==> src/rtl/pidrc_pkg.sv <==
package pidrc_pkg;

   localparam int DATA_W    = 32;
   localparam int CSR_IDX_W = 4;
   localparam int STEP_W    = 3;

   // register indexes on the csr channel
   localparam logic [CSR_IDX_W-1:0] CSR_KP        = CSR_IDX_W'(0);
   localparam logic [CSR_IDX_W-1:0] CSR_KI        = CSR_IDX_W'(1);
   localparam logic [CSR_IDX_W-1:0] CSR_KD        = CSR_IDX_W'(2);
   localparam logic [CSR_IDX_W-1:0] CSR_ILIM      = CSR_IDX_W'(3);
   localparam logic [CSR_IDX_W-1:0] CSR_OLIM      = CSR_IDX_W'(4);
   localparam logic [CSR_IDX_W-1:0] CSR_OFFSET    = CSR_IDX_W'(5);
   localparam logic [CSR_IDX_W-1:0] CSR_STEP_TIME = CSR_IDX_W'(6);
   localparam logic [CSR_IDX_W-1:0] CSR_STEP_RATE = CSR_IDX_W'(7);

   // register reset values, Q16.16 unless noted
   localparam logic signed [31:0] KP_RESET        = 32'sd2621;     // 0.04
   localparam logic signed [31:0] KI_RESET        = 32'sd0;
   localparam logic signed [31:0] KD_RESET        = 32'sd3932;     // 0.06
   localparam logic [30:0]        ILIM_RESET      = 31'd0;
   localparam logic [30:0]        OLIM_RESET      = 31'd6553600;   // 100.0
   localparam logic signed [31:0] OFFSET_RESET    = 32'sd0;
   localparam logic [23:0]        STEP_TIME_RESET = 24'd16777;     // Q0.24, 1 ms
   localparam logic [15:0]        STEP_RATE_RESET = 16'd1000;      // Hz

   // microprogram step addresses
   localparam logic [STEP_W-1:0] STEP_IDLE   = STEP_W'(0);
   localparam logic [STEP_W-1:0] STEP_MUL_I  = STEP_W'(1);
   localparam logic [STEP_W-1:0] STEP_MUL_D  = STEP_W'(2);
   localparam logic [STEP_W-1:0] STEP_MUL_KP = STEP_W'(3);
   localparam logic [STEP_W-1:0] STEP_MUL_KI = STEP_W'(4);
   localparam logic [STEP_W-1:0] STEP_MUL_KD = STEP_W'(5);
   localparam logic [STEP_W-1:0] STEP_SUM    = STEP_W'(6);
   localparam logic [STEP_W-1:0] STEP_FINISH = STEP_W'(7);

   typedef enum logic [2:0] {
      A_E, A_DIFF, A_KP, A_KI, A_KD
   } a_sel_type;

   typedef enum logic [2:0] {
      B_ST, B_RATE, B_E, B_IVAL, B_DVAL
   } b_sel_type;

   typedef enum logic [2:0] {
      ACT_NONE, ACT_INC, ACT_DSAT, ACT_ACC_LOAD, ACT_ACC_ADD, ACT_FINISH
   } act_type;

   typedef enum logic [1:0] {
      JMP_NEXT, JMP_WAIT_REQ, JMP_WAIT_RSP
   } jump_type;

   typedef struct packed {
      a_sel_type         a_sel;
      b_sel_type         b_sel;
      act_type           act;
      jump_type          jump;
      logic [STEP_W-1:0] target;
   } ctrl_type;

   // Steps MUL_I to MUL_KD each start one product, and steps MUL_D to SUM each consume the product of the step before.
   function automatic ctrl_type ucode_rom(input logic [STEP_W-1:0] step);
      ctrl_type w;
      w = '{a_sel: A_E, b_sel: B_ST, act: ACT_NONE, jump: JMP_NEXT, target: STEP_IDLE};
      unique case (step)
         STEP_IDLE: begin
            w.jump   = JMP_WAIT_REQ;
            w.target = STEP_MUL_I;
         end
         STEP_MUL_I: begin
            w.a_sel = A_E;
            w.b_sel = B_ST;
         end
         STEP_MUL_D: begin
            w.a_sel = A_DIFF;
            w.b_sel = B_RATE;
            w.act   = ACT_INC;
         end
         STEP_MUL_KP: begin
            w.a_sel = A_KP;
            w.b_sel = B_E;
            w.act   = ACT_DSAT;
         end
         STEP_MUL_KI: begin
            w.a_sel = A_KI;
            w.b_sel = B_IVAL;
            w.act   = ACT_ACC_LOAD;
         end
         STEP_MUL_KD: begin
            w.a_sel = A_KD;
            w.b_sel = B_DVAL;
            w.act   = ACT_ACC_ADD;
         end
         STEP_SUM: begin
            w.act = ACT_ACC_ADD;
         end
         STEP_FINISH: begin
            w.act    = ACT_FINISH;
            w.jump   = JMP_WAIT_RSP;
            w.target = STEP_IDLE;
         end
      endcase
      return w;
   endfunction

endpackage

==> src/rtl/pidrc_req_if.sv <==
interface pidrc_req_if;
   logic              valid;
   logic              ready;
   logic              cmd;
   logic signed [31:0] error_value;

   modport source (output valid, output cmd, output error_value, input ready);
   modport sink   (input valid, input cmd, input error_value, output ready);
endinterface

==> src/rtl/pidrc_rsp_if.sv <==
interface pidrc_rsp_if;
   logic              valid;
   logic              ready;
   logic signed [31:0] drive_value;

   modport source (output valid, output drive_value, input ready);
   modport sink   (input valid, input drive_value, output ready);
endinterface

==> src/rtl/pidrc_csr_if.sv <==
interface pidrc_csr_if;
   logic                             valid;
   logic                             ready;
   logic [pidrc_pkg::CSR_IDX_W-1:0]  index;
   logic [pidrc_pkg::DATA_W-1:0]     data;

   modport source (output valid, output index, output data, input ready);
   modport sink   (input valid, input index, input data, output ready);
endinterface

==> src/rtl/pidrc_seq.sv <==
module pidrc_seq (
   input  logic                clock,
   input  logic                reset,
   input  logic                start,
   input  logic                out_free,
   output pidrc_pkg::ctrl_type ctrl
);
   import pidrc_pkg::*;

   logic [STEP_W-1:0] step_ff;
   logic [STEP_W-1:0] step_in;

   assign ctrl = ucode_rom(step_ff);

   always_comb begin
      step_in = step_ff;
      unique case (ctrl.jump)
         JMP_NEXT:     step_in = STEP_W'(step_ff + 1'b1);
         JMP_WAIT_REQ: if (start) step_in = ctrl.target;
         JMP_WAIT_RSP: if (out_free) step_in = ctrl.target;
         default:      step_in = STEP_IDLE;
      endcase
   end

   always_ff @(posedge clock) begin
      if (reset) begin
         step_ff <= STEP_IDLE;
      end else begin
         step_ff <= step_in;
      end
   end

endmodule

==> src/rtl/pid_regulator_clamped.sv <==
// Single PID channel in signed Q16.16. An update transaction (cmd 0) carries an
// error sample and yields one drive value: a microprogram of eight steps feeds
// one shared 33x33 multiplier five products (error*step_time, delta*step_rate,
// kp*e, ki*I, kd*D), one per cycle, and folds each into the integral, derivative
// or output accumulator the next cycle. The next transaction is taken only once
// the microprogram is back at its idle step, so updates do not overlap; a result
// that is not taken holds in the output register and stalls only the final step
// of the following update. A clear transaction (cmd 1) zeroes the integral and
// previous error and gives no result. Write csr_bus only while the block is
// idle; indexes 0..7 select kp, ki, kd, integral limit, output limit, output
// offset, step time (Q0.24) and step rate (Hz), others are ignored.
module pid_regulator_clamped (
   input logic         clock,
   input logic         reset,
   pidrc_req_if.sink   req_bus,
   pidrc_rsp_if.source rsp_bus,
   pidrc_csr_if.sink   csr_bus
);
   import pidrc_pkg::*;

   // configuration
   logic signed [31:0] kp_ff, kp_in;
   logic signed [31:0] ki_ff, ki_in;
   logic signed [31:0] kd_ff, kd_in;
   logic [30:0]        ilim_ff, ilim_in;
   logic [30:0]        olim_ff, olim_in;
   logic signed [31:0] offset_ff, offset_in;
   logic [23:0]        st_ff, st_in;
   logic [15:0]        rate_ff, rate_in;

   // state and datapath
   logic signed [31:0] isum_ff, isum_in;
   logic signed [31:0] prev_ff, prev_in;
   logic signed [31:0] e_ff, e_in;
   logic signed [32:0] diff_ff, diff_in;
   logic signed [31:0] ival_ff, ival_in;
   logic signed [31:0] dval_ff, dval_in;
   logic signed [63:0] prod_ff, prod_in;
   logic signed [49:0] acc_ff, acc_in;
   logic signed [31:0] drive_ff, drive_in;
   logic               rsp_valid_ff, rsp_valid_in;

   ctrl_type           ctrl;
   logic               upd_accept;
   logic               clr_accept;
   logic               out_free;
   logic               finish_fire;

   logic signed [32:0] mul_a;
   logic signed [32:0] mul_b;
   logic signed [65:0] full_prod;
   logic signed [31:0] inc;
   logic signed [32:0] isum_ext;
   logic signed [32:0] inc_ext;
   logic signed [32:0] isum_sum;
   logic signed [32:0] ilim_pos;
   logic signed [32:0] ilim_neg;
   logic signed [32:0] olim_pos;
   logic signed [32:0] olim_neg;
   logic signed [31:0] ival_clamp;
   logic signed [31:0] dval_sat;
   logic signed [47:0] term;
   logic signed [49:0] term_ext;
   logic signed [49:0] offset_ext;
   logic signed [31:0] acc_sat;
   logic signed [32:0] acc_sat_ext;
   logic signed [31:0] drive_clamp;
   logic signed [32:0] e_ext;
   logic signed [32:0] prev_ext;

   assign upd_accept  = req_bus.valid && req_bus.ready && !req_bus.cmd;
   assign clr_accept  = req_bus.valid && req_bus.ready && req_bus.cmd;
   assign out_free    = !rsp_valid_ff || rsp_bus.ready;
   assign finish_fire = (ctrl.act == ACT_FINISH) && out_free;

   assign req_bus.ready       = (ctrl.jump == JMP_WAIT_REQ);
   assign rsp_bus.valid       = rsp_valid_ff;
   assign rsp_bus.drive_value = drive_ff;
   assign csr_bus.ready       = 1'b1;

   pidrc_seq u_seq (
      .clock    (clock),
      .reset    (reset),
      .start    (upd_accept),
      .out_free (out_free),
      .ctrl     (ctrl)
   );

   // shared multiplier operands
   always_comb begin
      case (ctrl.a_sel)
         A_E:     mul_a = {e_ff[31], e_ff};
         A_DIFF:  mul_a = diff_ff;
         A_KP:    mul_a = {kp_ff[31], kp_ff};
         A_KI:    mul_a = {ki_ff[31], ki_ff};
         A_KD:    mul_a = {kd_ff[31], kd_ff};
         default: mul_a = '0;
      endcase
      case (ctrl.b_sel)
         B_ST:    mul_b = {9'd0, st_ff};
         B_RATE:  mul_b = {17'd0, rate_ff};
         B_E:     mul_b = {e_ff[31], e_ff};
         B_IVAL:  mul_b = {ival_ff[31], ival_ff};
         B_DVAL:  mul_b = {dval_ff[31], dval_ff};
         default: mul_b = '0;
      endcase
   end

   assign full_prod = mul_a * mul_b;
   assign prod_in   = full_prod[63:0];

   // integral: floor shift by 24 is a bit select; the sum always fits 33 bits
   assign inc      = prod_ff[55:24];
   assign isum_ext = {isum_ff[31], isum_ff};
   assign inc_ext  = {inc[31], inc};
   assign isum_sum = isum_ext + inc_ext;
   assign ilim_pos = {2'b00, ilim_ff};
   assign ilim_neg = -ilim_pos;
   assign olim_pos = {2'b00, olim_ff};
   assign olim_neg = -olim_pos;

   always_comb begin
      if (isum_sum > ilim_pos) begin
         ival_clamp = ilim_pos[31:0];
      end else if (isum_sum < ilim_neg) begin
         ival_clamp = ilim_neg[31:0];
      end else begin
         ival_clamp = isum_sum[31:0];
      end
   end

   // saturate the derivative product to 32 bits
   always_comb begin
      if ((&prod_ff[63:31]) || !(|prod_ff[63:31])) begin
         dval_sat = prod_ff[31:0];
      end else if (prod_ff[63]) begin
         dval_sat = 32'sh8000_0000;
      end else begin
         dval_sat = 32'sh7FFF_FFFF;
      end
   end

   assign term       = prod_ff[63:16];
   assign term_ext   = {{2{term[47]}}, term};
   assign offset_ext = {{18{offset_ff[31]}}, offset_ff};

   always_comb begin
      if ((&acc_ff[49:31]) || !(|acc_ff[49:31])) begin
         acc_sat = acc_ff[31:0];
      end else if (acc_ff[49]) begin
         acc_sat = 32'sh8000_0000;
      end else begin
         acc_sat = 32'sh7FFF_FFFF;
      end
   end

   assign acc_sat_ext = {acc_sat[31], acc_sat};

   always_comb begin
      if (acc_sat_ext > olim_pos) begin
         drive_clamp = olim_pos[31:0];
      end else if (acc_sat_ext < olim_neg) begin
         drive_clamp = olim_neg[31:0];
      end else begin
         drive_clamp = acc_sat;
      end
   end

   assign e_ext    = {req_bus.error_value[31], req_bus.error_value};
   assign prev_ext = {prev_ff[31], prev_ff};

   // datapath next state
   always_comb begin
      isum_in      = isum_ff;
      prev_in      = prev_ff;
      e_in         = e_ff;
      diff_in      = diff_ff;
      ival_in      = ival_ff;
      dval_in      = dval_ff;
      acc_in       = acc_ff;
      drive_in     = drive_ff;
      rsp_valid_in = rsp_valid_ff && !rsp_bus.ready;

      if (upd_accept) begin
         e_in    = req_bus.error_value;
         diff_in = e_ext - prev_ext;
      end
      if (clr_accept) begin
         isum_in = '0;
         prev_in = '0;
      end

      case (ctrl.act)
         ACT_INC:      ival_in = ival_clamp;
         ACT_DSAT:     dval_in = dval_sat;
         ACT_ACC_LOAD: acc_in  = offset_ext + term_ext;
         ACT_ACC_ADD:  acc_in  = acc_ff + term_ext;
         ACT_FINISH: begin
            if (finish_fire) begin
               drive_in     = drive_clamp;
               rsp_valid_in = 1'b1;
               isum_in      = ival_ff;
               prev_in      = e_ff;
            end
         end
         default: ;
      endcase
   end

   // configuration writes; out-of-range indexes drop
   always_comb begin
      kp_in     = kp_ff;
      ki_in     = ki_ff;
      kd_in     = kd_ff;
      ilim_in   = ilim_ff;
      olim_in   = olim_ff;
      offset_in = offset_ff;
      st_in     = st_ff;
      rate_in   = rate_ff;
      if (csr_bus.valid && csr_bus.ready) begin
         unique case (csr_bus.index)
            CSR_KP:        kp_in     = csr_bus.data;
            CSR_KI:        ki_in     = csr_bus.data;
            CSR_KD:        kd_in     = csr_bus.data;
            CSR_ILIM:      ilim_in   = csr_bus.data[30:0];
            CSR_OLIM:      olim_in   = csr_bus.data[30:0];
            CSR_OFFSET:    offset_in = csr_bus.data;
            CSR_STEP_TIME: st_in     = csr_bus.data[23:0];
            CSR_STEP_RATE: rate_in   = csr_bus.data[15:0];
            default: ;
         endcase
      end
   end

   always_ff @(posedge clock) begin
      if (reset) begin
         kp_ff        <= KP_RESET;
         ki_ff        <= KI_RESET;
         kd_ff        <= KD_RESET;
         ilim_ff      <= ILIM_RESET;
         olim_ff      <= OLIM_RESET;
         offset_ff    <= OFFSET_RESET;
         st_ff        <= STEP_TIME_RESET;
         rate_ff      <= STEP_RATE_RESET;
         isum_ff      <= '0;
         prev_ff      <= '0;
         rsp_valid_ff <= 1'b0;
      end else begin
         kp_ff        <= kp_in;
         ki_ff        <= ki_in;
         kd_ff        <= kd_in;
         ilim_ff      <= ilim_in;
         olim_ff      <= olim_in;
         offset_ff    <= offset_in;
         st_ff        <= st_in;
         rate_ff      <= rate_in;
         isum_ff      <= isum_in;
         prev_ff      <= prev_in;
         rsp_valid_ff <= rsp_valid_in;
      end
   end

   always_ff @(posedge clock) begin
      e_ff     <= e_in;
      diff_ff  <= diff_in;
      ival_ff  <= ival_in;
      dval_ff  <= dval_in;
      prod_ff  <= prod_in;
      acc_ff   <= acc_in;
      drive_ff <= drive_in;
   end

`ifndef SYNTHESIS
   // a result appears only from the final microprogram step
   assert property (@(posedge clock) disable iff (reset)
      $rose(rsp_bus.valid) |-> $past(ctrl.act == ACT_FINISH))
      else $error("result raised outside the finish step");

   // an update occupies the sequencer, so no second transaction is taken next cycle
   assert property (@(posedge clock) disable iff (reset)
      upd_accept |=> !req_bus.ready)
      else $error("sequencer took a transaction while busy");

   // clear zeroes both state registers
   assert property (@(posedge clock) disable iff (reset)
      clr_accept |=> (isum_ff == 32'sd0) && (prev_ff == 32'sd0))
      else $error("clear did not zero the state");

   // a waiting drive value stays inside the output limit
   assert property (@(posedge clock) disable iff (reset)
      rsp_bus.valid |->
         ($signed({rsp_bus.drive_value[31], rsp_bus.drive_value}) <= olim_pos)
         && ($signed({rsp_bus.drive_value[31], rsp_bus.drive_value}) >= olim_neg))
      else $error("drive value outside the output limit");
`endif

endmodule
==> src/flat_wrapper.sv <==
// flat-port wrapper written by rule: the top's interface ports become plain ports
module pid_regulator_clamped_flat import pidrc_pkg::*;
  (clock, reset, req_bus_valid, req_bus_cmd, req_bus_error_value, req_bus_ready, rsp_bus_valid, rsp_bus_drive_value, rsp_bus_ready, csr_bus_valid, csr_bus_index, csr_bus_data, csr_bus_ready);
  pidrc_req_if req_bus_i ();
  pidrc_rsp_if rsp_bus_i ();
  pidrc_csr_if csr_bus_i ();
  input logic clock;
  input logic reset;
  input wire logic [$bits(req_bus_i.valid)-1:0] req_bus_valid;
  input wire logic [$bits(req_bus_i.cmd)-1:0] req_bus_cmd;
  input wire logic [$bits(req_bus_i.error_value)-1:0] req_bus_error_value;
  output wire logic [$bits(req_bus_i.ready)-1:0] req_bus_ready;
  output wire logic [$bits(rsp_bus_i.valid)-1:0] rsp_bus_valid;
  output wire logic [$bits(rsp_bus_i.drive_value)-1:0] rsp_bus_drive_value;
  input wire logic [$bits(rsp_bus_i.ready)-1:0] rsp_bus_ready;
  input wire logic [$bits(csr_bus_i.valid)-1:0] csr_bus_valid;
  input wire logic [$bits(csr_bus_i.index)-1:0] csr_bus_index;
  input wire logic [$bits(csr_bus_i.data)-1:0] csr_bus_data;
  output wire logic [$bits(csr_bus_i.ready)-1:0] csr_bus_ready;
  assign req_bus_i.valid = req_bus_valid;
  assign req_bus_i.cmd = req_bus_cmd;
  assign req_bus_i.error_value = req_bus_error_value;
  assign req_bus_ready = req_bus_i.ready;
  assign rsp_bus_valid = rsp_bus_i.valid;
  assign rsp_bus_drive_value = rsp_bus_i.drive_value;
  assign rsp_bus_i.ready = rsp_bus_ready;
  assign csr_bus_i.valid = csr_bus_valid;
  assign csr_bus_i.index = csr_bus_index;
  assign csr_bus_i.data = csr_bus_data;
  assign csr_bus_ready = csr_bus_i.ready;
  pid_regulator_clamped u_core (.clock(clock), .reset(reset), .req_bus(req_bus_i), .rsp_bus(rsp_bus_i), .csr_bus(csr_bus_i));
endmodule
==> config.mk <==
export PLATFORM = sky130hd
export DESIGN_NAME = pid_regulator_clamped_flat
export DESIGN_NICKNAME = d
export VERILOG_FILES = /design/src/rtl/pidrc_pkg.sv /design/src/rtl/pidrc_req_if.sv /design/src/rtl/pidrc_rsp_if.sv /design/src/rtl/pidrc_csr_if.sv /design/src/rtl/pidrc_seq.sv /design/src/rtl/pid_regulator_clamped.sv /design/src/flat_wrapper.sv
export SDC_FILE = /design/constraint.sdc
export NUM_CORES = 2
export LEC_CHECK = 0
export ABC_AREA = 1
export BUFFER_PORTS_ARGS = -buffer_cell sky130_fd_sc_hd__buf_2
export CORE_MARGIN = 4
export CORE_UTILIZATION = 35
export CTS_BUF_LIST = sky130_fd_sc_hd__clkbuf_4
export CTS_CLUSTER_DIAMETER = 200
export DETAILED_ROUTE_END_ITERATION = 12
export PLACE_DENSITY_LB_ADDON = 0.08
export SLEW_MARGIN = 40
export SYNTH_ARGS = -nofsm -noshare
export SYNTH_HDL_FRONTEND = slang
export SYNTH_SLANG_ARGS = --single-unit
==> constraint.sdc <==
create_clock -name clock -period 9 [get_ports clock]
set_clock_uncertainty 0.05 [all_clocks]
set_input_delay 0.9 -clock clock [delete_from_list [all_inputs] [get_ports clock]]
set_output_delay 0.9 -clock clock [all_outputs]
set_load 0.05 [all_outputs]
Word-level counts from Yosys, hierarchy flattened
Cells that the tools add are included.
Operators by class
  mux-type cells: 25
  order comparisons: 4
  multiply operators: 1
  eq/ne operators: 30
  reduce and logical (&&, ||, !) cells: 34
  add/sub/neg operators: 7
Operator list (count)
  32-bit 2-to-1 mux: 12
  33-bit case mux with 5 select lines: 2
  50-bit case mux with 2 select lines: 1
  31-bit negation with 33-bit output: 2
  33-bit by 33-bit multiplier with 64-bit output: 1
  31-bit 2-to-1 mux: 2
  50-bit by 48-bit adder with 50-bit output: 1
  32-bit by 48-bit adder with 49-bit output: 1
  32-bit by 32-bit adder with 33-bit output: 1
  33-bit by 32-bit greater-than comparator with 1-bit output: 1
  32-bit by 33-bit less-than comparator with 1-bit output: 1
  33-bit less-than comparator: 1
  33-bit AND reduction: 1
  33-bit OR reduction: 1
  32-bit by 32-bit subtractor with 33-bit output: 1
  32-bit greater-than comparator: 1
  3-bit by 2-bit == test with 1-bit output (second input constant): 8
  3-bit == test (second input constant): 8
  6-bit case mux with 4 select lines: 1
  2-bit AND reduction: 10
  19-bit AND reduction: 1
  19-bit OR reduction: 1
  4-bit by 3-bit == test with 1-bit output (second input constant): 4
  3-bit case mux with 5 select lines: 1
  20 further kinds: 37
Storage, ports and cells
  bits in registers: 573
  bits of input ports: 74
  output and inout bits: 35

Logic depth before layout (Yosys ltp)
  depth in word-level cells: 8
  depth in mapped cells: 45
  mapped depth without buffers: 43

Hierarchy
Synthesis repeated with hierarchy kept, for this count alone.
Unflattened totals
  cells, all modules: 9711
  area total of the unflattened synthesis: 75876.5 um^2
Modules (own cells, without submodules)
  pid_regulator_clamped: area each 75501.2 um^2, cells each 9655, sequential area each 13523.0 um^2, times used 1
  pidrc_seq: area each 375.4 um^2, cells each 56, sequential area each 60.1 um^2, times used 1

Worst setup path after synthesis
No wires, ideal clock.
  path type: reg2reg
  from: register u_core.u_seq.step_ff[2]
  to: register u_core.prod_ff[55]
  path slack: -0.167 ns
  arrival: 8.999 ns
  data required time: 8.832 ns
  period minus slack after synthesis: 9.167 ns
  cell stages (with the launch flop): 38
  path buffers: 3
  library setup time: 0.118 ns
  path through: dfxtp_1 > inv_2 > ha_1 > inv_2 > nor2_2 > inv_2 > nand3_4 > buf_4 > nand2_4 > inv_4 > buf_4 > nor2_1 > buf_2 > nand2_1 > fa_1 > inv_1 > fa_1 > fa_1 > (+2 left out) > inv_1 > fa_1 > fa_1 > fa_1 > inv_1 > fa_1 > inv_1 > ha_1 > nand2_1 > nor2_1 > inv_1 > nor2_1 > inv_1 > nor2_1 > nand3_1 > or2_2 > o2111ai_1 > nand2_1
On the way
  cells in the longest elaborated chain, start to end: 5
  elaborated cells between the ends (all ways): 18
  those cells by class: mul: 1; eq/ne: 12; mux: 3; reduce/logical: 2
Ends and longest elaborated chain
  from (decl): line pidrc_seq.sv:10  | logic [STEP_W-1:0] step_ff;
  from (signal assigned): line pidrc_seq.sv:29  | step_ff <= step_in;
  3-bit == test or 3-bit by 2-bit == test with 1-bit output (tied branches): line pidrc_pkg.sv:65  | unique case (step)
  6-bit case mux with 4 select lines *: line pidrc_pkg.sv:65
  3-bit == test (tied with other cells): line pid_regulator_clamped.sv:91  | case (ctrl.a_sel)
  33-bit case mux with 5 select lines, on equally long branches: line pid_regulator_clamped.sv:91, pid_regulator_clamped.sv:99
  33-bit by 33-bit multiplier with 64-bit output *: line pid_regulator_clamped.sv:109  | assign full_prod = mul_a * mul_b;
  net u_core.full_prod[55]: line pid_regulator_clamped.sv:51  | logic signed [65:0] full_prod;
  to (signal assigned): line pid_regulator_clamped.sv:268  | prod_ff <= prod_in;
  to (decl): line pid_regulator_clamped.sv:38  | logic signed [63:0] prod_ff, prod_in;
The timed path passes the listed nets; every way through them passes the cells marked *.
A chain may end at the register's enable or synchronous reset.

Worst setup path after layout
  from: register u_core.u_seq.step_ff[1]
  to: register u_core.prod_ff[61]
The elaborated chain is that of the path after synthesis.

==> run_summary.xml <==
<?xml version="1.0" encoding="UTF-8"?>
<metrics>
  <group name="status">
    <metric name="run_status" unit="">finished clean</metric>
  </group>
  <group name="logic_synthesis">
    <metric name="synth-main-ff-cell" unit="">sky130_fd_sc_hd__dfxtp_1</metric>
    <metric name="synthCells" unit="">9680</metric>
    <metric name="synth-async-reset-ratio" unit="%">0</metric>
    <metric name="synth_edf_count" unit="">211</metric>
    <metric name="synth.cell_area" unit="um2">75900</metric>
    <metric name="ys_ff_latch" unit="">573</metric>
    <metric name="yosysUniqueCellTypes" unit="">67</metric>
    <metric name="avgSynthCellArea" unit="um2">7.84</metric>
    <metric name="synth.top_cell.area_share" unit="%">29.8</metric>
    <metric name="synth_top_cell_by_area" unit="">sky130_fd_sc_hd__fa_1</metric>
    <metric name="syn_nets" unit="">11400</metric>
    <metric name="synth_sequential_area_ratio" unit="%">17.9</metric>
    <metric name="yosys_warnings" unit="">0</metric>
    <metric name="synthTopCellsByArea" unit="">sky130_fd_sc_hd__fa_1, sky130_fd_sc_hd__dfxtp_1, sky130_fd_sc_hd__nand2_1</metric>
  </group>
  <group name="placement">
    <metric name="post-dp-hpwl" unit="um">289000</metric>
    <metric name="gpl.final_weighted_congestion" unit="">0.976</metric>
    <metric name="buffer_ports.inserted" unit="">107</metric>
    <metric name="dp.cells" unit="">13100</metric>
  </group>
  <group name="global_route">
    <metric name="grtUsageTotal" unit="%">30.5</metric>
    <metric name="grt_pass1_wl" unit="um">496000</metric>
    <metric name="antenna_violations_before_repair" unit="">25</metric>
    <metric name="pin_count_of_the_biggest_net_entering_global_routing" unit="">102</metric>
    <metric name="grt_pass1_vias" unit="">71200</metric>
    <metric name="grt.overflow.total" unit="">0</metric>
  </group>
  <group name="sta">
    <metric name="final_hold_viol_count" unit="">0</metric>
    <metric name="report.final.slew_viol_count" unit="">0</metric>
    <metric name="layout_worst_path_cycle_share" unit="%">98.4</metric>
    <metric name="worst-slew-pin-transition" unit="ns">0.936</metric>
    <metric name="final_period_minus_worst_setup_slack" unit="ns">8.86</metric>
    <metric name="rsz0062_at_grt" unit="">yes</metric>
    <metric name="worst_slew_margin_rel" unit="%">36.9</metric>
    <metric name="fmax" unit="GHz">0.113</metric>
    <metric name="setup_violation_total_in_the_final_timing_report" unit="">0</metric>
  </group>
  <group name="drt">
    <metric name="detailroute.wirelength.met2" unit="um">150000</metric>
    <metric name="drt-pass1-iter-count" unit="">7</metric>
    <metric name="wl_met3" unit="um">24600</metric>
    <metric name="total_wire_length_after_detailed_routing" unit="um">345000</metric>
    <metric name="routed_via_density" unit="">5.19</metric>
    <metric name="dr_total_vias" unit="">70100</metric>
    <metric name="detailedRoute.firstIterationViolations" unit="">6314</metric>
    <metric name="wire_per_inst" unit="um">25.5</metric>
    <metric name="drc" unit="">0</metric>
    <metric name="wl_met1" unit="um">160000</metric>
    <metric name="top_routing_layer_in_use" unit="">met5</metric>
    <metric name="postRouteAntennaNets" unit="">0</metric>
  </group>
  <group name="final_layout">
    <metric name="area_overhead_vs_synth" unit="%">20.0</metric>
    <metric name="final_nets" unit="">12200</metric>
    <metric name="layout.cells.non_filler" unit="">13500</metric>
    <metric name="fraction_of_layout_instances_using_a_drive_strength_above_1" unit="%">16.3</metric>
    <metric name="utilization_of_the_core_after_routing" unit="%">42.3</metric>
    <metric name="layout_common_cells" unit="">sky130_fd_sc_hd__nand2_1, sky130_fd_sc_hd__inv_1, sky130_fd_sc_hd__nor2_1, sky130_fd_sc_hd__fa_1, sky130_fd_sc_hd__buf_4</metric>
    <metric name="fillCellCount" unit="">22300</metric>
    <metric name="leading_cell_type_in_the_layout_fill_and_taps_excluded" unit="">sky130_fd_sc_hd__nand2_1</metric>
  </group>
  <group name="die">
    <metric name="die_height" unit="um">474</metric>
    <metric name="design.portCount" unit="">109</metric>
    <metric name="initial_utilization" unit="%">35.3</metric>
    <metric name="dieWidth" unit="um">474</metric>
    <metric name="core_area" unit="um2">215000</metric>
    <metric name="die-area" unit="um2">224000</metric>
    <metric name="rows" unit="">170</metric>
  </group>
  <group name="clock_network">
    <metric name="insertion_delay" unit="ns">1.22</metric>
    <metric name="ctsHtreeMaxLevel" unit="">4</metric>
    <metric name="cts.root.buffer_cell" unit="">sky130_fd_sc_hd__clkbuf_4</metric>
    <metric name="ctsLongestPathBuffers" unit="">3</metric>
    <metric name="tritoncts_clock_tree" unit="">done</metric>
    <metric name="cts.sink_count" unit="">573</metric>
    <metric name="clk_transition_reported_paths" unit="ns">0.07</metric>
    <metric name="cts_buffers" unit="">160</metric>
  </group>
  <group name="setup_path">
    <metric name="criticalPathCategory" unit="">flip-flop to flip-flop</metric>
    <metric name="crit_path_max_incr_delay" unit="ns">0.58</metric>
    <metric name="start_kind" unit="">flip-flop</metric>
    <metric name="worst_ep_required_time" unit="ns">10.00</metric>
    <metric name="cp_max_fo" unit="">8</metric>
    <metric name="cp.arrival" unit="ns">9.85</metric>
    <metric name="library_cell_contributing_the_largest_single_delay_on_the_critical_path" unit="">sky130_fd_sc_hd__fa_2</metric>
    <metric name="critical_path.endpoint_type" unit="">flip-flop</metric>
  </group>
  <group name="flow_run">
    <metric name="cap_violations" unit="">0</metric>
  </group>
  <group name="min_path">
    <metric name="hold_class" unit="">input port to flip-flop</metric>
  </group>
</metrics>
path summary, 6_finish.rpt:
check / start / end / slack (ns) / depth (start not counted)
setup / recovery: u_core.u_seq.step_ff[1] / u_core.prod_ff[61] / 0.14 / 42
hold / removal: csr_bus_data[25] / u_core.ki_ff[25] / 0.13 / 3
setup reg to reg: u_core.u_seq.step_ff[1] / u_core.prod_ff[61] / 0.14 / 42
hold reg to reg: u_core.kd_ff[15] / u_core.kd_ff[15] / 0.41 / 2
critical path, delay by kind of cell, from the launching register on:
kind	cells	cell delay, ns
DFF	1	0.33
buffers and inverters	15	1.67
and+or+nand+nor	11	1.14
AOI/OAI and AO/OA	5	0.82
adders and majority gates	10	4.46
xor gates and xnor gates	1	0.18
flip-flops by register name (all words and copies together) (netlist names), 31 cells and up:
register	flops
u_core.ilim_ff	31
u_core.olim_ff	31
u_core.isum_ff	32
u_core.acc_ff	50
u_core.kd_ff	32
u_core.ival_ff	32
u_core.ki_ff	32
u_core.dval_ff	32
u_core.prod_ff	64
u_core.diff_ff	33
u_core.rsp_bus.drive_value	32
u_core.kp_ff	32
u_core.prev_ff	32
u_core.offset_ff	32
u_core.e_ff	32
Yosys cell counts, types with 41 or more instances:
master and number:
sky130_fd_sc_hd__a211oi_1 41, sky130_fd_sc_hd__a21o_1 44, sky130_fd_sc_hd__a21oi_1 564, sky130_fd_sc_hd__buf_2 155, sky130_fd_sc_hd__clkbuf_1 150, sky130_fd_sc_hd__dfxtp_1 362
sky130_fd_sc_hd__edfxtp_1 211, sky130_fd_sc_hd__fa_1 1129, sky130_fd_sc_hd__ha_1 507, sky130_fd_sc_hd__inv_1 1792, sky130_fd_sc_hd__inv_2 46, sky130_fd_sc_hd__nand2_1 1868
sky130_fd_sc_hd__nand3_1 298, sky130_fd_sc_hd__nand4_1 75, sky130_fd_sc_hd__nor2_1 1207, sky130_fd_sc_hd__nor3_1 51, sky130_fd_sc_hd__nor4_1 46, sky130_fd_sc_hd__o211ai_1 42
sky130_fd_sc_hd__o21ai_0 558, sky130_fd_sc_hd__xnor2_1 41, sky130_fd_sc_hd__xor2_1 150
per-stage QoR:
step                cell area (um2)  worst slack (ns)  hold slack [ns]  TNS [ns]
floorplan                     75900             0.104            0.375         0
global placement              85700            -0.584            0.386     -6.58
detailed placement            85700            -0.593            0.394     -7.79
CTS                           89400          -0.00989         0.000710  -0.00989
global route                  91200            -0.103           0.0334    -0.832
finish                        91200             0.143            0.127         0
layout make-up:
| type | instances | area, um2 | area share [%] |
|---|---|---|---|
| clock buffers | 246 | 1850 | 2.03 |
| clock inverters | 53 | 285 | 0.313 |
| repair buffers | 1031 | 9290 | 10.2 |
| multi-input cells | 6927 | 55500 | 60.9 |
| repair inverters | 1 | 6.26 | 0.00686 |
| flip-flops and latches | 573 | 13600 | 14.9 |
| well taps | 2838 | 3550 | 3.90 |
| diodes | 8 | 20.0 | 0.0220 |
| inverters | 1844 | 7010 | 7.69 |
metal layers:
metal	global-route usage, %	vias to the layer above
met2	46.8	2546
met1	44.9	35200
li1	-	32000
met5	0	-
met4	7.61	2
met3	4.62	354
timing repair:
item,4_1_cts,5_1_grt
endpoints found under the setup margin,41,46
gates resized for setup,173,346
pin swaps,32,159
gates cloned,0,4
hold buffers,38,0
endpoints found under the hold margin,41,0
setup buffers,41,48
kinds of logic after synthesis:
| family | share of synthesized area [%] |
|---|---|
| other | 0.00494 |
| AND/OR/NAND/NOR | 19.4 |
| adder cells (fa/ha/maj) | 38.1 |
| XOR/XNOR | 2.20 |
| buffers and inverters | 11.2 |
| AO/OA/AOI/OAI | 11.1 |
| multiplexers | 0.0132 |
| flip-flops | 17.9 |
Power is not shown: default switching activity piles up to over one toggle a cycle in this logic, so the estimate is an artifact.
